$ cat config.mk
export PLATFORM = sky130hd
export DESIGN_NAME = adc_conversion_scheduler
export DESIGN_NICKNAME = d
export VERILOG_FILES = /design/src/rtl/core/acs_pkg.sv /design/src/rtl/core/acs_ctrl.sv /design/src/rtl/core/acs_datapath.sv /design/src/rtl/core/adc_conversion_scheduler.sv
export VERILOG_INCLUDE_DIRS = /design/src /design/src/rtl/core
export SDC_FILE = /design/constraint.sdc
export NUM_CORES = 1
export LEC_CHECK = 0
export BUFFER_PORTS_ARGS = -buffer_cell sky130_fd_sc_hd__buf_2
export CORE_AREA = 2 2 138 140
export DETAILED_ROUTE_END_ITERATION = 12
export DIE_AREA = 0 0 140 142
export PLACE_DENSITY = 0.54
export SLEW_MARGIN = 10
export SYNTH_ARGS = -nofsm -noshare
export SYNTH_HDL_FRONTEND = slang
export SYNTH_SLANG_ARGS = --single-unit
export TNS_END_PERCENT = 20
$ cat constraint.sdc
create_clock -name clk -period 8.2 [get_ports clk]
set_clock_uncertainty 0.05 [all_clocks]
set_input_delay 1.64 -clock clk [delete_from_list [all_inputs] [get_ports clk]]
set_output_delay 1.64 -clock clk [all_outputs]
set_load 0.1 [all_outputs]
$ cat src/rtl/core/adc_conversion_scheduler_assert.svh
// Assertion helpers for the conversion scheduler.
// They sample on clk and are disabled while rst_n is low.
`ifndef ADC_CONVERSION_SCHEDULER_ASSERT_SVH
`define ADC_CONVERSION_SCHEDULER_ASSERT_SVH

// Same-cycle implication
`define ACS_ASSERT_SAME(label, ante, cons, msg) \
    label: assert property (@(posedge clk) disable iff (!rst_n) (ante) |-> (cons)) \
        else $error(msg);

// Next-cycle implication
`define ACS_ASSERT_NEXT(label, ante, cons, msg) \
    label: assert property (@(posedge clk) disable iff (!rst_n) (ante) |=> (cons)) \
        else $error(msg);

`endif

$ cat src/rtl/core/acs_pkg.sv
`default_nettype none

package acs_pkg;

    localparam int SLOTS_DEFAULT = 4;
    localparam int SLOT_W        = 3;
    localparam int CHAN_W        = 8;
    localparam int OP_W          = 3;
    localparam int KIND_W        = 2;
    localparam int EV_W          = 4;

    // Operation codes
    localparam logic [OP_W-1:0] OP_REQUEST    = 3'd0;
    localparam logic [OP_W-1:0] OP_FAST_START = 3'd1;
    localparam logic [OP_W-1:0] OP_FAST_STOP  = 3'd2;
    localparam logic [OP_W-1:0] OP_DONE       = 3'd3;
    localparam logic [OP_W-1:0] OP_FAIL       = 3'd4;
    localparam logic [OP_W-1:0] OP_COLLECT    = 3'd5;
    localparam logic [OP_W-1:0] OP_MISSED     = 3'd6;

    // Start kinds
    localparam logic [KIND_W-1:0] KIND_NONE = 2'd0;
    localparam logic [KIND_W-1:0] KIND_SLOW = 2'd1;
    localparam logic [KIND_W-1:0] KIND_FAST = 2'd2;

    // Stream event bits
    localparam logic [EV_W-1:0] EV_RUNNING = 4'b0001;
    localparam logic [EV_W-1:0] EV_GOTBUF  = 4'b0010;
    localparam logic [EV_W-1:0] EV_LOST    = 4'b0100;
    localparam logic [EV_W-1:0] EV_STALL   = 4'b1000;

    typedef struct packed {
        logic              capture;
        logic              exec;
        logic              emit;
        logic              coll_step;
        logic [SLOT_W-1:0] idx;
    } acs_cmd_t;

    typedef struct packed {
        logic collect_op;
        logic fin_none;
        logic coll_last;
    } acs_stat_t;

endpackage

`default_nettype wire

$ cat src/rtl/core/acs_ctrl.sv
`default_nettype none

module acs_ctrl #(
    parameter int SLOTS = acs_pkg::SLOTS_DEFAULT
) (
    input  wire logic              clk,
    input  wire logic              rst_n,
    input  wire logic              start,
    output logic                   busy,
    input  wire acs_pkg::acs_stat_t stat,
    output acs_pkg::acs_cmd_t      cmd
);
    import acs_pkg::*;

    localparam int IDX_W = (SLOTS > 1) ? $clog2(SLOTS) : 1;

    typedef enum logic [3:0] {
        ST_IDLE = 4'b0001,
        ST_EXEC = 4'b0010,
        ST_EMIT = 4'b0100,
        ST_COLL = 4'b1000
    } state_t;

    state_t             state_reg, state_next;
    logic [IDX_W-1:0]   idx_reg, idx_next;

    always_comb
    begin
        state_next    = state_reg;
        idx_next      = idx_reg;
        cmd.capture   = 1'b0;
        cmd.exec      = 1'b0;
        cmd.emit      = 1'b0;
        cmd.coll_step = 1'b0;
        cmd.idx       = SLOT_W'(idx_reg);
        case (state_reg)
            ST_IDLE:
            begin
                if (start)
                begin
                    cmd.capture = 1'b1;
                    state_next  = ST_EXEC;
                end
            end
            ST_EXEC:
            begin
                cmd.exec = 1'b1;
                idx_next = '0;
                if (stat.collect_op && !stat.fin_none)
                    state_next = ST_COLL;
                else
                    state_next = ST_EMIT;
            end
            ST_EMIT:
            begin
                cmd.emit   = 1'b1;
                state_next = ST_IDLE;
            end
            ST_COLL:
            begin
                cmd.coll_step = 1'b1;
                if (stat.coll_last)
                    state_next = ST_IDLE;
                else
                    idx_next = idx_reg + 1'b1;
            end
            default:
            begin
                state_next = ST_IDLE;
            end
        endcase
    end

    always_ff @(posedge clk or negedge rst_n)
    begin
        if (!rst_n)
        begin
            state_reg <= ST_IDLE;
            idx_reg   <= '0;
        end
        else
        begin
            state_reg <= state_next;
            idx_reg   <= idx_next;
        end
    end

    assign busy = (state_reg != ST_IDLE);

endmodule

`default_nettype wire

$ cat src/rtl/core/acs_datapath.sv
`default_nettype none

module acs_datapath #(
    parameter int SLOTS = acs_pkg::SLOTS_DEFAULT
) (
    input  wire logic                         clk,
    input  wire logic                         rst_n,
    input  wire acs_pkg::acs_cmd_t            cmd,
    output acs_pkg::acs_stat_t                stat,
    input  wire logic                         cfg_write,
    input  wire logic [acs_pkg::CHAN_W-1:0]   cfg_data,
    input  wire logic [acs_pkg::OP_W-1:0]     operation,
    input  wire logic [acs_pkg::CHAN_W-1:0]   channel,
    input  wire logic                         buffer_available,
    input  wire logic                         buffer_has_data,
    output logic                              result_valid,
    output logic [acs_pkg::KIND_W-1:0]        start_kind,
    output logic [acs_pkg::CHAN_W-1:0]        start_channel,
    output logic [acs_pkg::SLOT_W-1:0]        start_slot,
    output logic                              start_immediately,
    output logic                              request_accepted,
    output logic                              buffer_queued,
    output logic                              buffer_returned,
    output logic [acs_pkg::EV_W-1:0]          event_bits,
    output logic                              finished_valid,
    output logic [acs_pkg::SLOT_W-1:0]        finished_slot,
    output logic                              converter_busy,
    output logic                              last
);
    import acs_pkg::*;

    localparam int IDX_W = (SLOTS > 1) ? $clog2(SLOTS) : 1;

    function automatic logic [IDX_W-1:0] first_set(input logic [SLOTS-1:0] v);
        logic [IDX_W-1:0] r;
        r = '0;
        for (int i = SLOTS - 1; i >= 0; i--)
            if (v[i])
                r = IDX_W'(i);
        return r;
    endfunction

    // Captured event
    logic [OP_W-1:0]    op_reg;
    logic [CHAN_W-1:0]  chan_reg;
    logic               avail_reg;
    logic               has_data_reg;

    // Scheduler state
    logic [CHAN_W-1:0]  fast_channel_reg;
    logic [SLOTS-1:0]   active_reg, done_reg, fin_reg;
    logic [IDX_W-1:0]   cur_slot_reg;
    logic               cur_is_reg, busy_reg, fa_reg, stall_reg, hold_reg, miss_reg;
    logic [EV_W-1:0]    ev_reg;

    // Slot channel store
    logic [CHAN_W-1:0]  chan_mem [SLOTS];
    logic [CHAN_W-1:0]  mem_q;

    // Next values from the execute step
    logic [SLOTS-1:0]   active_next, done_next, fin_next;
    logic [IDX_W-1:0]   cur_slot_next;
    logic               cur_is_next, busy_next, fa_next, stall_next, hold_next, miss_next;
    logic [EV_W-1:0]    ev_next;
    logic [SLOTS-1:0]   pend, after_mask, first_mask, above_mask;
    logic [SLOTS-1:0]   free_vec;
    logic [IDX_W-1:0]   free_idx, cidx;
    logic               mem_we, accepted, queued, returned, do_sched, now;
    logic [KIND_W-1:0]  kind;

    // Output registers
    logic               out_valid_reg;
    logic [KIND_W-1:0]  out_kind_reg;
    logic [CHAN_W-1:0]  out_chan_reg;
    logic [SLOT_W-1:0]  out_slot_reg, out_fs_reg;
    logic               out_now_reg, out_acc_reg, out_q_reg, out_ret_reg;
    logic [EV_W-1:0]    out_ev_reg;
    logic               out_fv_reg, out_cb_reg, out_last_reg;

    assign free_vec = ~active_reg;
    assign free_idx = first_set(free_vec);
    assign cidx     = cmd.idx[IDX_W-1:0];

    always_comb
    begin
        for (int i = 0; i < SLOTS; i++)
        begin
            after_mask[i] = !cur_is_reg || (IDX_W'(i) > cur_slot_reg);
            above_mask[i] = (IDX_W'(i) > cidx);
        end
    end

    always_comb
    begin
        active_next   = active_reg;
        done_next     = done_reg;
        fin_next      = '0;
        cur_slot_next = cur_slot_reg;
        cur_is_next   = cur_is_reg;
        busy_next     = busy_reg;
        fa_next       = fa_reg;
        stall_next    = stall_reg;
        hold_next     = hold_reg;
        miss_next     = miss_reg;
        ev_next       = ev_reg;
        mem_we        = 1'b0;
        accepted      = 1'b0;
        queued        = 1'b0;
        returned      = 1'b0;
        do_sched      = 1'b0;
        now           = 1'b0;
        kind          = KIND_NONE;

        case (op_reg)
            OP_REQUEST:
            begin
                if (|free_vec)
                begin
                    mem_we                = 1'b1;
                    active_next[free_idx] = 1'b1;
                    done_next[free_idx]   = 1'b0;
                    accepted              = 1'b1;
                    do_sched              = !busy_reg;
                end
            end
            OP_FAST_START:
            begin
                if (!fa_reg)
                begin
                    fa_next    = 1'b1;
                    stall_next = 1'b0;
                    do_sched   = !busy_reg;
                end
            end
            OP_FAST_STOP:
            begin
                if (fa_reg)
                begin
                    fa_next    = 1'b0;
                    stall_next = 1'b0;
                    if (hold_reg)
                    begin
                        hold_next = 1'b0;
                        returned  = 1'b1;
                    end
                    do_sched = !busy_reg || !cur_is_reg;
                end
            end
            OP_DONE:
            begin
                if (cur_is_reg)
                begin
                    if (active_reg[cur_slot_reg])
                        done_next[cur_slot_reg] = 1'b1;
                end
                else if (fa_reg && hold_reg)
                begin
                    hold_next = 1'b0;
                    if (has_data_reg)
                    begin
                        queued  = 1'b1;
                        ev_next = EV_RUNNING | EV_GOTBUF
                                | (miss_reg ? EV_LOST : '0)
                                | (stall_reg ? EV_STALL : '0);
                    end
                    else
                    begin
                        returned = 1'b1;
                    end
                end
                do_sched = 1'b1;
            end
            OP_FAIL:
            begin
                // failed slot stays pending and is retried on a later pass
                do_sched = 1'b1;
            end
            OP_COLLECT:
            begin
                fin_next    = active_reg & done_reg;
                active_next = active_reg & ~fin_next;
                done_next   = done_reg & ~fin_next;
            end
            OP_MISSED:
            begin
                miss_next = 1'b1;
            end
            default:
            begin
            end
        endcase

        pend       = active_next & ~done_next;
        first_mask = pend & after_mask;

        if (do_sched)
        begin
            busy_next = 1'b1;
            if (|first_mask)
            begin
                cur_is_next   = 1'b1;
                cur_slot_next = first_set(first_mask);
                kind          = KIND_SLOW;
            end
            else
            begin
                cur_is_next = 1'b0;
                if (fa_next)
                begin
                    if (hold_next || avail_reg)
                    begin
                        hold_next  = 1'b1;
                        now        = miss_next || stall_next;
                        stall_next = 1'b0;
                        miss_next  = 1'b0;
                        kind       = KIND_FAST;
                    end
                    else
                    begin
                        // stall: drop running flag and rescan from slot 0
                        stall_next = 1'b1;
                        ev_next    = ev_next & ~EV_RUNNING;
                        if (|pend)
                        begin
                            cur_is_next   = 1'b1;
                            cur_slot_next = first_set(pend);
                            kind          = KIND_SLOW;
                        end
                        else
                        begin
                            busy_next = 1'b0;
                        end
                    end
                end
                else
                begin
                    busy_next = 1'b0;
                end
            end
        end
    end

    assign stat.collect_op = (op_reg == OP_COLLECT);
    assign stat.fin_none   = ((active_reg & done_reg) == '0);
    assign stat.coll_last  = (fin_reg[cidx] && !(|(fin_reg & above_mask)))
                           || (cidx == IDX_W'(SLOTS - 1));

    always_ff @(posedge clk)
    begin
        if (cmd.capture)
        begin
            op_reg       <= operation;
            chan_reg     <= channel;
            avail_reg    <= buffer_available;
            has_data_reg <= buffer_has_data;
        end
    end

    always_ff @(posedge clk or negedge rst_n)
    begin
        if (!rst_n)
            fast_channel_reg <= '0;
        else if (cfg_write)
            fast_channel_reg <= cfg_data;
    end

    always_ff @(posedge clk or negedge rst_n)
    begin
        if (!rst_n)
        begin
            active_reg   <= '0;
            done_reg     <= '0;
            fin_reg      <= '0;
            cur_slot_reg <= '0;
            cur_is_reg   <= 1'b0;
            busy_reg     <= 1'b0;
            fa_reg       <= 1'b0;
            stall_reg    <= 1'b0;
            hold_reg     <= 1'b0;
            miss_reg     <= 1'b0;
            ev_reg       <= '0;
        end
        else if (cmd.exec)
        begin
            active_reg   <= active_next;
            done_reg     <= done_next;
            fin_reg      <= fin_next;
            cur_slot_reg <= cur_slot_next;
            cur_is_reg   <= cur_is_next;
            busy_reg     <= busy_next;
            fa_reg       <= fa_next;
            stall_reg    <= stall_next;
            hold_reg     <= hold_next;
            miss_reg     <= miss_next;
            ev_reg       <= ev_next;
        end
    end

    // One write and one registered read; a request may schedule its own slot
    always_ff @(posedge clk)
    begin
        if (cmd.exec)
        begin
            if (mem_we)
                chan_mem[free_idx] <= chan_reg;
            if (mem_we && (free_idx == cur_slot_next))
                mem_q <= chan_reg;
            else
                mem_q <= chan_mem[cur_slot_next];
        end
    end

    always_ff @(posedge clk or negedge rst_n)
    begin
        if (!rst_n)
            out_valid_reg <= 1'b0;
        else if (cmd.emit)
            out_valid_reg <= 1'b1;
        else if (cmd.coll_step)
            out_valid_reg <= fin_reg[cidx];
        else
            out_valid_reg <= 1'b0;
    end

    always_ff @(posedge clk)
    begin
        if (cmd.exec)
        begin
            out_kind_reg <= kind;
            out_slot_reg <= (kind == KIND_SLOW) ? SLOT_W'(cur_slot_next) : '0;
            out_now_reg  <= now;
            out_acc_reg  <= accepted;
            out_q_reg    <= queued;
            out_ret_reg  <= returned;
            out_ev_reg   <= ev_next;
            out_fv_reg   <= 1'b0;
            out_fs_reg   <= '0;
            out_cb_reg   <= busy_next;
            out_last_reg <= 1'b1;
        end
        else if (cmd.emit)
        begin
            case (out_kind_reg)
                KIND_SLOW: out_chan_reg <= mem_q;
                KIND_FAST: out_chan_reg <= fast_channel_reg;
                default:   out_chan_reg <= '0;
            endcase
        end
        else if (cmd.coll_step)
        begin
            out_kind_reg <= KIND_NONE;
            out_chan_reg <= '0;
            out_slot_reg <= '0;
            out_now_reg  <= 1'b0;
            out_acc_reg  <= 1'b0;
            out_q_reg    <= 1'b0;
            out_ret_reg  <= 1'b0;
            out_ev_reg   <= ev_reg;
            out_fv_reg   <= 1'b1;
            out_fs_reg   <= SLOT_W'(cidx);
            out_cb_reg   <= busy_reg;
            out_last_reg <= stat.coll_last;
        end
    end

    assign result_valid      = out_valid_reg;
    assign start_kind        = out_kind_reg;
    assign start_channel     = out_chan_reg;
    assign start_slot        = out_slot_reg;
    assign start_immediately = out_now_reg;
    assign request_accepted  = out_acc_reg;
    assign buffer_queued     = out_q_reg;
    assign buffer_returned   = out_ret_reg;
    assign event_bits        = out_ev_reg;
    assign finished_valid    = out_fv_reg;
    assign finished_slot     = out_fs_reg;
    assign converter_busy    = out_cb_reg;
    assign last              = out_last_reg;

endmodule

`default_nettype wire

$ cat src/rtl/core/adc_conversion_scheduler.sv
// Converter scheduler. An event is taken when start is high and busy is low;
// it is captured, executed in one step and answered. Each result is shown for
// exactly one cycle under result_valid and cannot be held off, so the receiver
// must take it then; last marks the final result of an event. Every event but
// collect gives one result; the block is free again in the cycle that shows it.
// Collect walks the slots one per cycle, up to the highest finished one, and
// gives a result for each finished slot. fast_channel is to be written with
// cfg_write only while the block is idle; the block does not enforce this.
`default_nettype none

`include "adc_conversion_scheduler_assert.svh"

module adc_conversion_scheduler #(
    parameter int SLOTS = acs_pkg::SLOTS_DEFAULT
) (
    input  wire logic                         clk,
    input  wire logic                         rst_n,
    input  wire logic                         start,
    output logic                              busy,
    input  wire logic                         cfg_write,
    input  wire logic [acs_pkg::CHAN_W-1:0]   cfg_data,
    input  wire logic [acs_pkg::OP_W-1:0]     operation,
    input  wire logic [acs_pkg::CHAN_W-1:0]   channel,
    input  wire logic                         buffer_available,
    input  wire logic                         buffer_has_data,
    output logic                              result_valid,
    output logic [acs_pkg::KIND_W-1:0]        start_kind,
    output logic [acs_pkg::CHAN_W-1:0]        start_channel,
    output logic [acs_pkg::SLOT_W-1:0]        start_slot,
    output logic                              start_immediately,
    output logic                              request_accepted,
    output logic                              buffer_queued,
    output logic                              buffer_returned,
    output logic [acs_pkg::EV_W-1:0]          event_bits,
    output logic                              finished_valid,
    output logic [acs_pkg::SLOT_W-1:0]        finished_slot,
    output logic                              converter_busy,
    output logic                              last
);
    import acs_pkg::*;

    acs_cmd_t  cmd;
    acs_stat_t stat;

    acs_ctrl #(
        .SLOTS (SLOTS)
    ) u_ctrl (
        .clk   (clk),
        .rst_n (rst_n),
        .start (start),
        .busy  (busy),
        .stat  (stat),
        .cmd   (cmd)
    );

    acs_datapath #(
        .SLOTS (SLOTS)
    ) u_datapath (
        .clk               (clk),
        .rst_n             (rst_n),
        .cmd               (cmd),
        .stat              (stat),
        .cfg_write         (cfg_write),
        .cfg_data          (cfg_data),
        .operation         (operation),
        .channel           (channel),
        .buffer_available  (buffer_available),
        .buffer_has_data   (buffer_has_data),
        .result_valid      (result_valid),
        .start_kind        (start_kind),
        .start_channel     (start_channel),
        .start_slot        (start_slot),
        .start_immediately (start_immediately),
        .request_accepted  (request_accepted),
        .buffer_queued     (buffer_queued),
        .buffer_returned   (buffer_returned),
        .event_bits        (event_bits),
        .finished_valid    (finished_valid),
        .finished_slot     (finished_slot),
        .converter_busy    (converter_busy),
        .last              (last)
    );

    // The final result of an event frees the block; earlier ones keep it busy
    `ACS_ASSERT_SAME(a_last_frees, result_valid && last, !busy, "last result while busy")
    `ACS_ASSERT_SAME(a_more_busy, result_valid && !last, busy, "result ends event early")
    // Freed-slot reports start nothing
    `ACS_ASSERT_SAME(a_fin_kind, result_valid && finished_valid,
        start_kind == KIND_NONE, "collect result starts a conversion")
    // A started conversion leaves the converter busy
    `ACS_ASSERT_SAME(a_start_busy, result_valid && (start_kind != KIND_NONE),
        converter_busy, "conversion started with converter idle")
    // Accepting an event raises busy before any result of it is shown
    `ACS_ASSERT_NEXT(a_no_early, start && !busy, busy && !result_valid, "early result")

endmodule

`default_nettype wire
# == Yosys cells after proc, flatten, opt, wreduce, memory -nomap -nowiden ==
# Memory sizes are Yosys's and may differ from the RTL's. A register that Yosys moved wholly into a read port is not among the register bits.
# Index checks and enable logic that the tools add are counted.
# word_totals
mem_bits_rw,32
memories,1
out_inout_bits,29
elab_cells,248
reg_bits,78
input_bits,25
# op_classes
n_eq_ne,19
n_reduce_logical,33
order_cmp,13
bitwise_logic,16
mux,134
n_addsub,1
# memory_table
memory,depth,word_bits,read_ports,rd_ports_with_merged_regs,wr,line_no,rtl
u_datapath.chan_mem,4,8,1,1,1,acs_datapath.sv:57,logic [CHAN_W-1:0] chan_mem [SLOTS];
# ops
cell,n
$mux 1,72
$mux 4,16
$mux 2,26
$and 4x4->4,7
$pmux 4 s3,2
$mux 8,2
$not 4->4,4
$pmux 8 s2,1
$reduce_or 4->1,4
$mux 3,4
$or 4x4->4,3
$reduce_and 2->1,6
$eq 3x3->1 const B,3
$lt 2x3->1 const B,3
$gt 1x2->1 const A,4
$gt 2x2->1 const A,4
$logic_or 1x1->1,8
$pmux 1 s2,4
$pmux 4 s2,1
$eq 3x2->1 const B,2
$ne 2x2->1 const B,3
$reduce_bool 2->1,3
$logic_and 1x1->1,5
$bmux 1 s2,2
19 further kinds,27

# == Depth between registers and ports, before layout ==
# depth
word_depth,26
ltp_mapped,13

# == By module ==
# From an unflattened synthesis, not the netlist that was laid out.
# hier_totals
hier_cells,440
area_unflattened_um2,5450.2
# by_module_without_submodules
module,area_per_inst_um2,n_inst,seq_area_each_um2,cells_per_inst
acs_datapath,5067.4,1,3128.0,399
acs_ctrl,382.9,1,151.4,41

# == Worst setup path before layout ==
# Ideal clock, no wire load.
# synth_timing
path_kind,flip-flop to flip-flop
start,register u_datapath.op_reg[2]
end,"register u_datapath.mem_q[0], read port of u_datapath.chan_mem, data pin"
path_buffers,5
setup_time_ns,0.260
arrival_ns,3.129
t_required_ns,7.890
setup_slack_ns,4.760
path_stages_with_launch,14
path_cell_list,edfxtp_1 -> buf_6 -> and4b_1 -> buf_4 -> a311oi_4 -> or4_1 -> buf_2 -> a21o_1 -> a21oi_2 -> buf_6 -> mux2i_1 -> or4b_1 -> buf_6 -> mux2_4
# synth_between
elab_chain_cells,13
# synth_lines
item,line_no,rtl
start: declaration,acs_datapath.sv:44,logic [OP_W-1:0] op_reg;
start signal: assignment,acs_datapath.sv:252,op_reg <= operation;
"$eq 3x3->1, or another cell as far along",acs_datapath.sv:114,case (op_reg)
$pmux 4 s3,acs_datapath.sv:114,
$not 4->4,acs_datapath.sv:193,pend = active_next & ~done_next;
$and 4x4->4,acs_datapath.sv:193,
$mux 2 (4 in a row),acs_datapath.sv:38,if (v[i])
$mux 2,acs_datapath.sv:223,if (|pend)
$mux 2,acs_datapath.sv:210,if (hold_next || avail_reg)
$mux 2,acs_datapath.sv:208,if (fa_next)
$mux 2,acs_datapath.sv:199,if (|first_mask)
$mux 2 (*),acs_datapath.sv:196,if (do_sched)
end: declaration,acs_datapath.sv:58,logic [CHAN_W-1:0] mem_q;
# Mark *: on every way between the ends. The rest lies on a longest branch, timed or not.
# A chain may end at the register's enable or synchronous reset.

# == Final worst setup path ==
# layout_timing
start,register u_datapath.op_reg[2]
end,"register u_datapath.mem_q[3], read port of u_datapath.chan_mem, data pin"
# The elaborated chain is that of the path after synthesis.

==> flow_summary.html <==
<table>
<tr><th>Metric</th><th>Value</th></tr>
<tr><th colspan="2">Place</th></tr>
<tr><td>Final HPWL from detailed placement</td><td>7852 um</td></tr>
<tr><td>Pre-CTS setup slack</td><td>3.979 ns</td></tr>
<tr><td>Post-Place Cell Area</td><td>0.005852 mm2</td></tr>
<tr><td>Number of buffer cells added on primary ports</td><td>51</td></tr>
<tr><td>Weighted congestion reported at the end of routability-driven placement</td><td>0.8349</td></tr>
<tr><td>Instance count after placement with tap cells included</td><td>709</td></tr>
<tr><th colspan="2">Synth</th></tr>
<tr><td>Post-synthesis sequential area ratio</td><td>0.6073</td></tr>
<tr><td>Compound-cell area share of the yosys netlist</td><td>0.1240</td></tr>
<tr><td>Area share of the leading cell type in the synthesized netlist</td><td>0.4115</td></tr>
<tr><td>Most numerous cell in the Yosys netlist</td><td>sky130_fd_sc_hd__edfxtp_1</td></tr>
<tr><td>Leading post-synthesis cells by instance count</td><td>74 x sky130_fd_sc_hd__edfxtp_1, 47 x sky130_fd_sc_hd__nand2_1, 38 x sky130_fd_sc_hd__dfrtp_1</td></tr>
<tr><td>Synthesized-area fraction occupied by adder cells</td><td>0.01158</td></tr>
<tr><td>Synth unique cells</td><td>63</td></tr>
<tr><td>Dominant combinational cell family by area after synthesis</td><td>compound AO/OA/AOI/OAI gates</td></tr>
<tr><td>Count of flip-flops with a built-in enable after synthesis</td><td>74</td></tr>
<tr><td>Synth area leaders</td><td>sky130_fd_sc_hd__edfxtp_1 41%, sky130_fd_sc_hd__dfrtp_1 18%, sky130_fd_sc_hd__mux2i_1 4.6%</td></tr>
<tr><td>Fraction of synthesized cell area in xor and xnor cells</td><td>0</td></tr>
<tr><td>Simple-gate area share of the yosys netlist</td><td>0.1235</td></tr>
<tr><td>Number of register bits inferred by synthesis</td><td>117</td></tr>
<tr><td>Synth Instances</td><td>446</td></tr>
<tr><td>Ys flop type</td><td>sky130_fd_sc_hd__edfxtp_1</td></tr>
<tr><td>Yosys warns</td><td>0</td></tr>
<tr><td>Post-synthesis instance area</td><td>0.005400 mm2</td></tr>
<tr><td>Synth Area per Inst</td><td>12.11 um2</td></tr>
<tr><td>Share of cell area taken by muxes after synthesis</td><td>0.09361</td></tr>
<tr><td>Async set or reset register ratio after synthesis</td><td>0.3333</td></tr>
<tr><td>Cell accounting for the most synthesized area</td><td>sky130_fd_sc_hd__edfxtp_1</td></tr>
<tr><th colspan="2">Finish</th></tr>
<tr><td>Final cell count without fillers</td><td>741</td></tr>
<tr><td>Nets@finish</td><td>524</td></tr>
<tr><td>Max FFs per register</td><td>32</td></tr>
<tr><td>Fill cell total of the finished layout</td><td>1788</td></tr>
<tr><td>Largest reg by FF count</td><td>u_datapath.chan_mem</td></tr>
<tr><td>Layout cell share with drive strength beyond 1</td><td>0.2249</td></tr>
<tr><td>Area overhead of the layout relative to synthesis</td><td>19.11%</td></tr>
<tr><td>Post-layout utilization of the core</td><td>0.3485</td></tr>
<tr><td>Diodes inserted</td><td>0</td></tr>
<tr><td>Finished layout cell area</td><td>0.006432 mm2</td></tr>
<tr><th colspan="2">Clocking</th></tr>
<tr><td>Number of clock sinks</td><td>117</td></tr>
<tr><td>Clock transition time at the flip-flop clock pins of the worst setup and hold paths</td><td>0.05 ns</td></tr>
<tr><td>CTS Buf Count</td><td>17</td></tr>
<tr><td>Post-cts sizing count</td><td>0</td></tr>
<tr><td>CTS tree</td><td>built</td></tr>
<tr><td># H-tree levels</td><td>4</td></tr>
<tr><td>Postcts setup bufs</td><td>0</td></tr>
<tr><td>Post-CTS Hold Fix Bufs</td><td>0</td></tr>
<tr><td>Max Buffers Root-to-Sink</td><td>2</td></tr>
<tr><td>Insertion delay to the later sink of the worst-skew pair</td><td>0.41 ns</td></tr>
<tr><td>Root Driver</td><td>sky130_fd_sc_hd__clkbuf_16</td></tr>
<tr><th colspan="2">Worst setup path</th></tr>
<tr><td>Maximum single-stage delay on the critical path</td><td>0.78 ns</td></tr>
<tr><td>Critical Path Start Type</td><td>flop</td></tr>
<tr><td>Kind of capture point of the worst setup path</td><td>flop</td></tr>
<tr><td>Data required, critical path</td><td>8.31 ns</td></tr>
<tr><td>Kind of critical path</td><td>flop to flop</td></tr>
<tr><td>CP delay by family, top</td><td>simple AND/OR/NAND/NOR gates</td></tr>
<tr><td>Data arrival time at the worst-slack endpoint</td><td>4.35 ns</td></tr>
<tr><td>Number of buffers and inverters on the critical path</td><td>1</td></tr>
<tr><td>Crit-path cells</td><td>and4b_1 &gt; a311oi_4 &gt; or4_1 &gt; a21o_1 &gt; a21oi_2 &gt; buf_4 &gt; mux2i_1 &gt; or4b_1 &gt; mux2_4</td></tr>
<tr><td>Max stage delay cell, worst path</td><td>sky130_fd_sc_hd__or4b_1</td></tr>
<tr><td>Crit-path max FO</td><td>20</td></tr>
<tr><th colspan="2">Drt</th></tr>
<tr><td>TritonRoute pass-1 iters</td><td>9</td></tr>
<tr><td>Final Routed Wirelength</td><td>11310 um</td></tr>
<tr><td>DRC violations left</td><td>7</td></tr>
<tr><td>Violation count after the first detailed-route iteration</td><td>378</td></tr>
<tr><td>DRT antenna net count</td><td>0</td></tr>
<tr><td>Average wire length per cell after detail routing</td><td>15.26 um</td></tr>
<tr><td>Vias</td><td>3589</td></tr>
<tr><td>Via/cell ratio</td><td>4.843</td></tr>
<tr><th colspan="2">GRT</th></tr>
<tr><td>First-pass GRT wire length</td><td>18130 um</td></tr>
<tr><td>Gr usage total</td><td>0.1187</td></tr>
<tr><td>Via count of the first global-routing pass</td><td>3463</td></tr>
<tr><td>Largest net degree at the start of global routing</td><td>40</td></tr>
<tr><td>Number of antenna violations at the first check in global routing</td><td>0</td></tr>
<tr><td>Global route overflow</td><td>0</td></tr>
<tr><th colspan="2">Die</th></tr>
<tr><td>Cell row count</td><td>50</td></tr>
<tr><td>Number of top-level design ports</td><td>54</td></tr>
<tr><td>Area of the placeable core</td><td>0.01846 mm2</td></tr>
<tr><td>Die boundary height</td><td>142 um</td></tr>
<tr><td>Initial Utilization</td><td>0.2926</td></tr>
<tr><td>Area of the die</td><td>0.01988 mm2</td></tr>
<tr><td>Die span in x</td><td>140 um</td></tr>
<tr><th colspan="2">STA</th></tr>
<tr><td>Max-slew headroom at the worst pin</td><td>0.3249</td></tr>
<tr><td>Post-route minimum period</td><td>4.234 ns</td></tr>
<tr><td>Sum of negative setup slack</td><td>0 ns</td></tr>
<tr><td>Slew Limit Fails</td><td>0</td></tr>
<tr><td>RSZ-0062 raised after global routing</td><td>false</td></tr>
<tr><td>Worst-Margin Slew</td><td>1.007 ns</td></tr>
<tr><td>Post-route clock period utilization</td><td>0.5163</td></tr>
<tr><td>Fin. Hold Viols</td><td>0</td></tr>
<tr><td>Achievable frequency</td><td>0.2362 GHz</td></tr>
<tr><td>Worst setup margin</td><td>3.966 ns</td></tr>
<tr><td>Final setup vio count</td><td>0</td></tr>
<tr><th colspan="2">Run status</th></tr>
<tr><td>Violations in the final reports</td><td>DRC</td></tr>
<tr><td>Run status</td><td>finished, violations left</td></tr>
<tr><th colspan="2">Run</th></tr>
<tr><td>Total of max-cap violations</td><td>0</td></tr>
<tr><th colspan="2">Pwr</th></tr>
<tr><td>Peak supply drop</td><td>0.1567 mV</td></tr>
<tr><td>Power density normalized to cell area</td><td>298.1 mW/mm2</td></tr>
<tr><td>Internal power consumption</td><td>1283 uW</td></tr>
<tr><td>Switching power total</td><td>634.7 uW</td></tr>
<tr><td>Relative contribution of the clock network to total power</td><td>0.374</td></tr>
<tr><td>Fraction of power spent switching nets</td><td>0.3310</td></tr>
<tr><td>Static Leak</td><td>0.002610 uW</td></tr>
<tr><td>Sequential group share of total power</td><td>0.410</td></tr>
<tr><td>Relative contribution of combinational cells to total power</td><td>0.217</td></tr>
<tr><th colspan="2">Min path</th></tr>
<tr><td>Worst min-delay path category</td><td>flop to flop</td></tr>
</table>
==> logic make-up (layout without fill, tap and decap cells) <==
group                      after synthesis  in the layout
and+or+nand+nor                        136            136
muxes                                   44             44
buffers and inverters                   46            106
AOI/OAI and AO/OA                       97             97
other                                    1              2
DFF                                    117            117
adders and majority gates                5              5
==> layout by cell type, fill, tap and decap left out, types with 7 or more instances in the layout <==
cell type                   count
sky130_fd_sc_hd__a21oi_1       21
sky130_fd_sc_hd__a22oi_1        8
sky130_fd_sc_hd__mux2i_1       25
sky130_fd_sc_hd__nor3_1        15
sky130_fd_sc_hd__edfxtp_1      74
sky130_fd_sc_hd__mux2_4         8
sky130_fd_sc_hd__o21ai_0       19
sky130_fd_sc_hd__buf_2         51
sky130_fd_sc_hd__nand2b_1       7
sky130_fd_sc_hd__nor2_1        30
sky130_fd_sc_hd__a21o_1         7
sky130_fd_sc_hd__clkbuf_16     17
sky130_fd_sc_hd__dfrtp_1       38
sky130_fd_sc_hd__inv_1         16
sky130_fd_sc_hd__buf_4          7
sky130_fd_sc_hd__mux2_2        10
sky130_fd_sc_hd__nand2_1       47
==> through the flow <==
step                hold slack, ns  power [uW]
global route                0.4274        2008
global placement            0.3905        1204
floorplan                   0.3764        1113
CTS                         0.4106        1938
detailed placement          0.4026        1211
finish                      0.4046        1918
==> area by class of cell <==
class                           count  area, um2  area share
Inverter                           16      60.06    0.009337
Clock buffer                       18      429.2     0.06672
Timing Repair Buffer               58      307.8     0.04785
Sequential cell                   117       3279      0.5098
Clock inverter                     14      151.4     0.02354
Tap cell                          234      292.8     0.04552
Multi-Input combinational cell    284       1912      0.2972
==> power groups by stage <==
stage / logic [uW] / registers [uW] / clock network (uW)
3_3_place_gp: 413 / 791 / 0
5_1_grt: 448 / 796 / 764
3_5_place_dp: 416 / 795 / 0
6_report: 415 / 785 / 717
4_1_cts: 418 / 784 / 736
2_1_floorplan: 258 / 855 / 0
==> layer usage <==
metal  global-route usage  wire [um]  part of all wire  vias up
li1                     -          -                 -     1752
met1               0.1527       5343              0.47     1709
met2               0.1794       5033              0.44      113
met3              0.03836        711             0.063       15
met4              0.06220        223             0.020        0
met5                    0          0                 0        -
==> worst min-delay path, stage by stage, from the launching register on <==
cell and delay [ns]:
sky130_fd_sc_hd__dfxtp_1 0.30, sky130_fd_sc_hd__nand2_1 0.05, sky130_fd_sc_hd__a21oi_1 0.05
==> path summary, 6_finish.rpt <==
check | start | endpoint | slack, ns | depth (start not counted)
worst min register to register | u_datapath.finished_slot[1] | u_datapath.finished_slot[1] | 0.40 | 2
min in group asynchronous | rst_n | u_datapath.ev_reg[0] | 1.30 | 1
worst max register to register | u_datapath.op_reg[2] | u_datapath.mem_q[3] | 3.97 | 9
worst min-delay path | u_datapath.finished_slot[1] | u_datapath.finished_slot[1] | 0.40 | 2
max in group asynchronous | rst_n | u_datapath.fast_channel_reg[3] | 6.21 | 1
worst max-delay path | u_datapath.op_reg[2] | u_datapath.mem_q[3] | 3.97 | 9
Power figures use the tool's default switching activity.
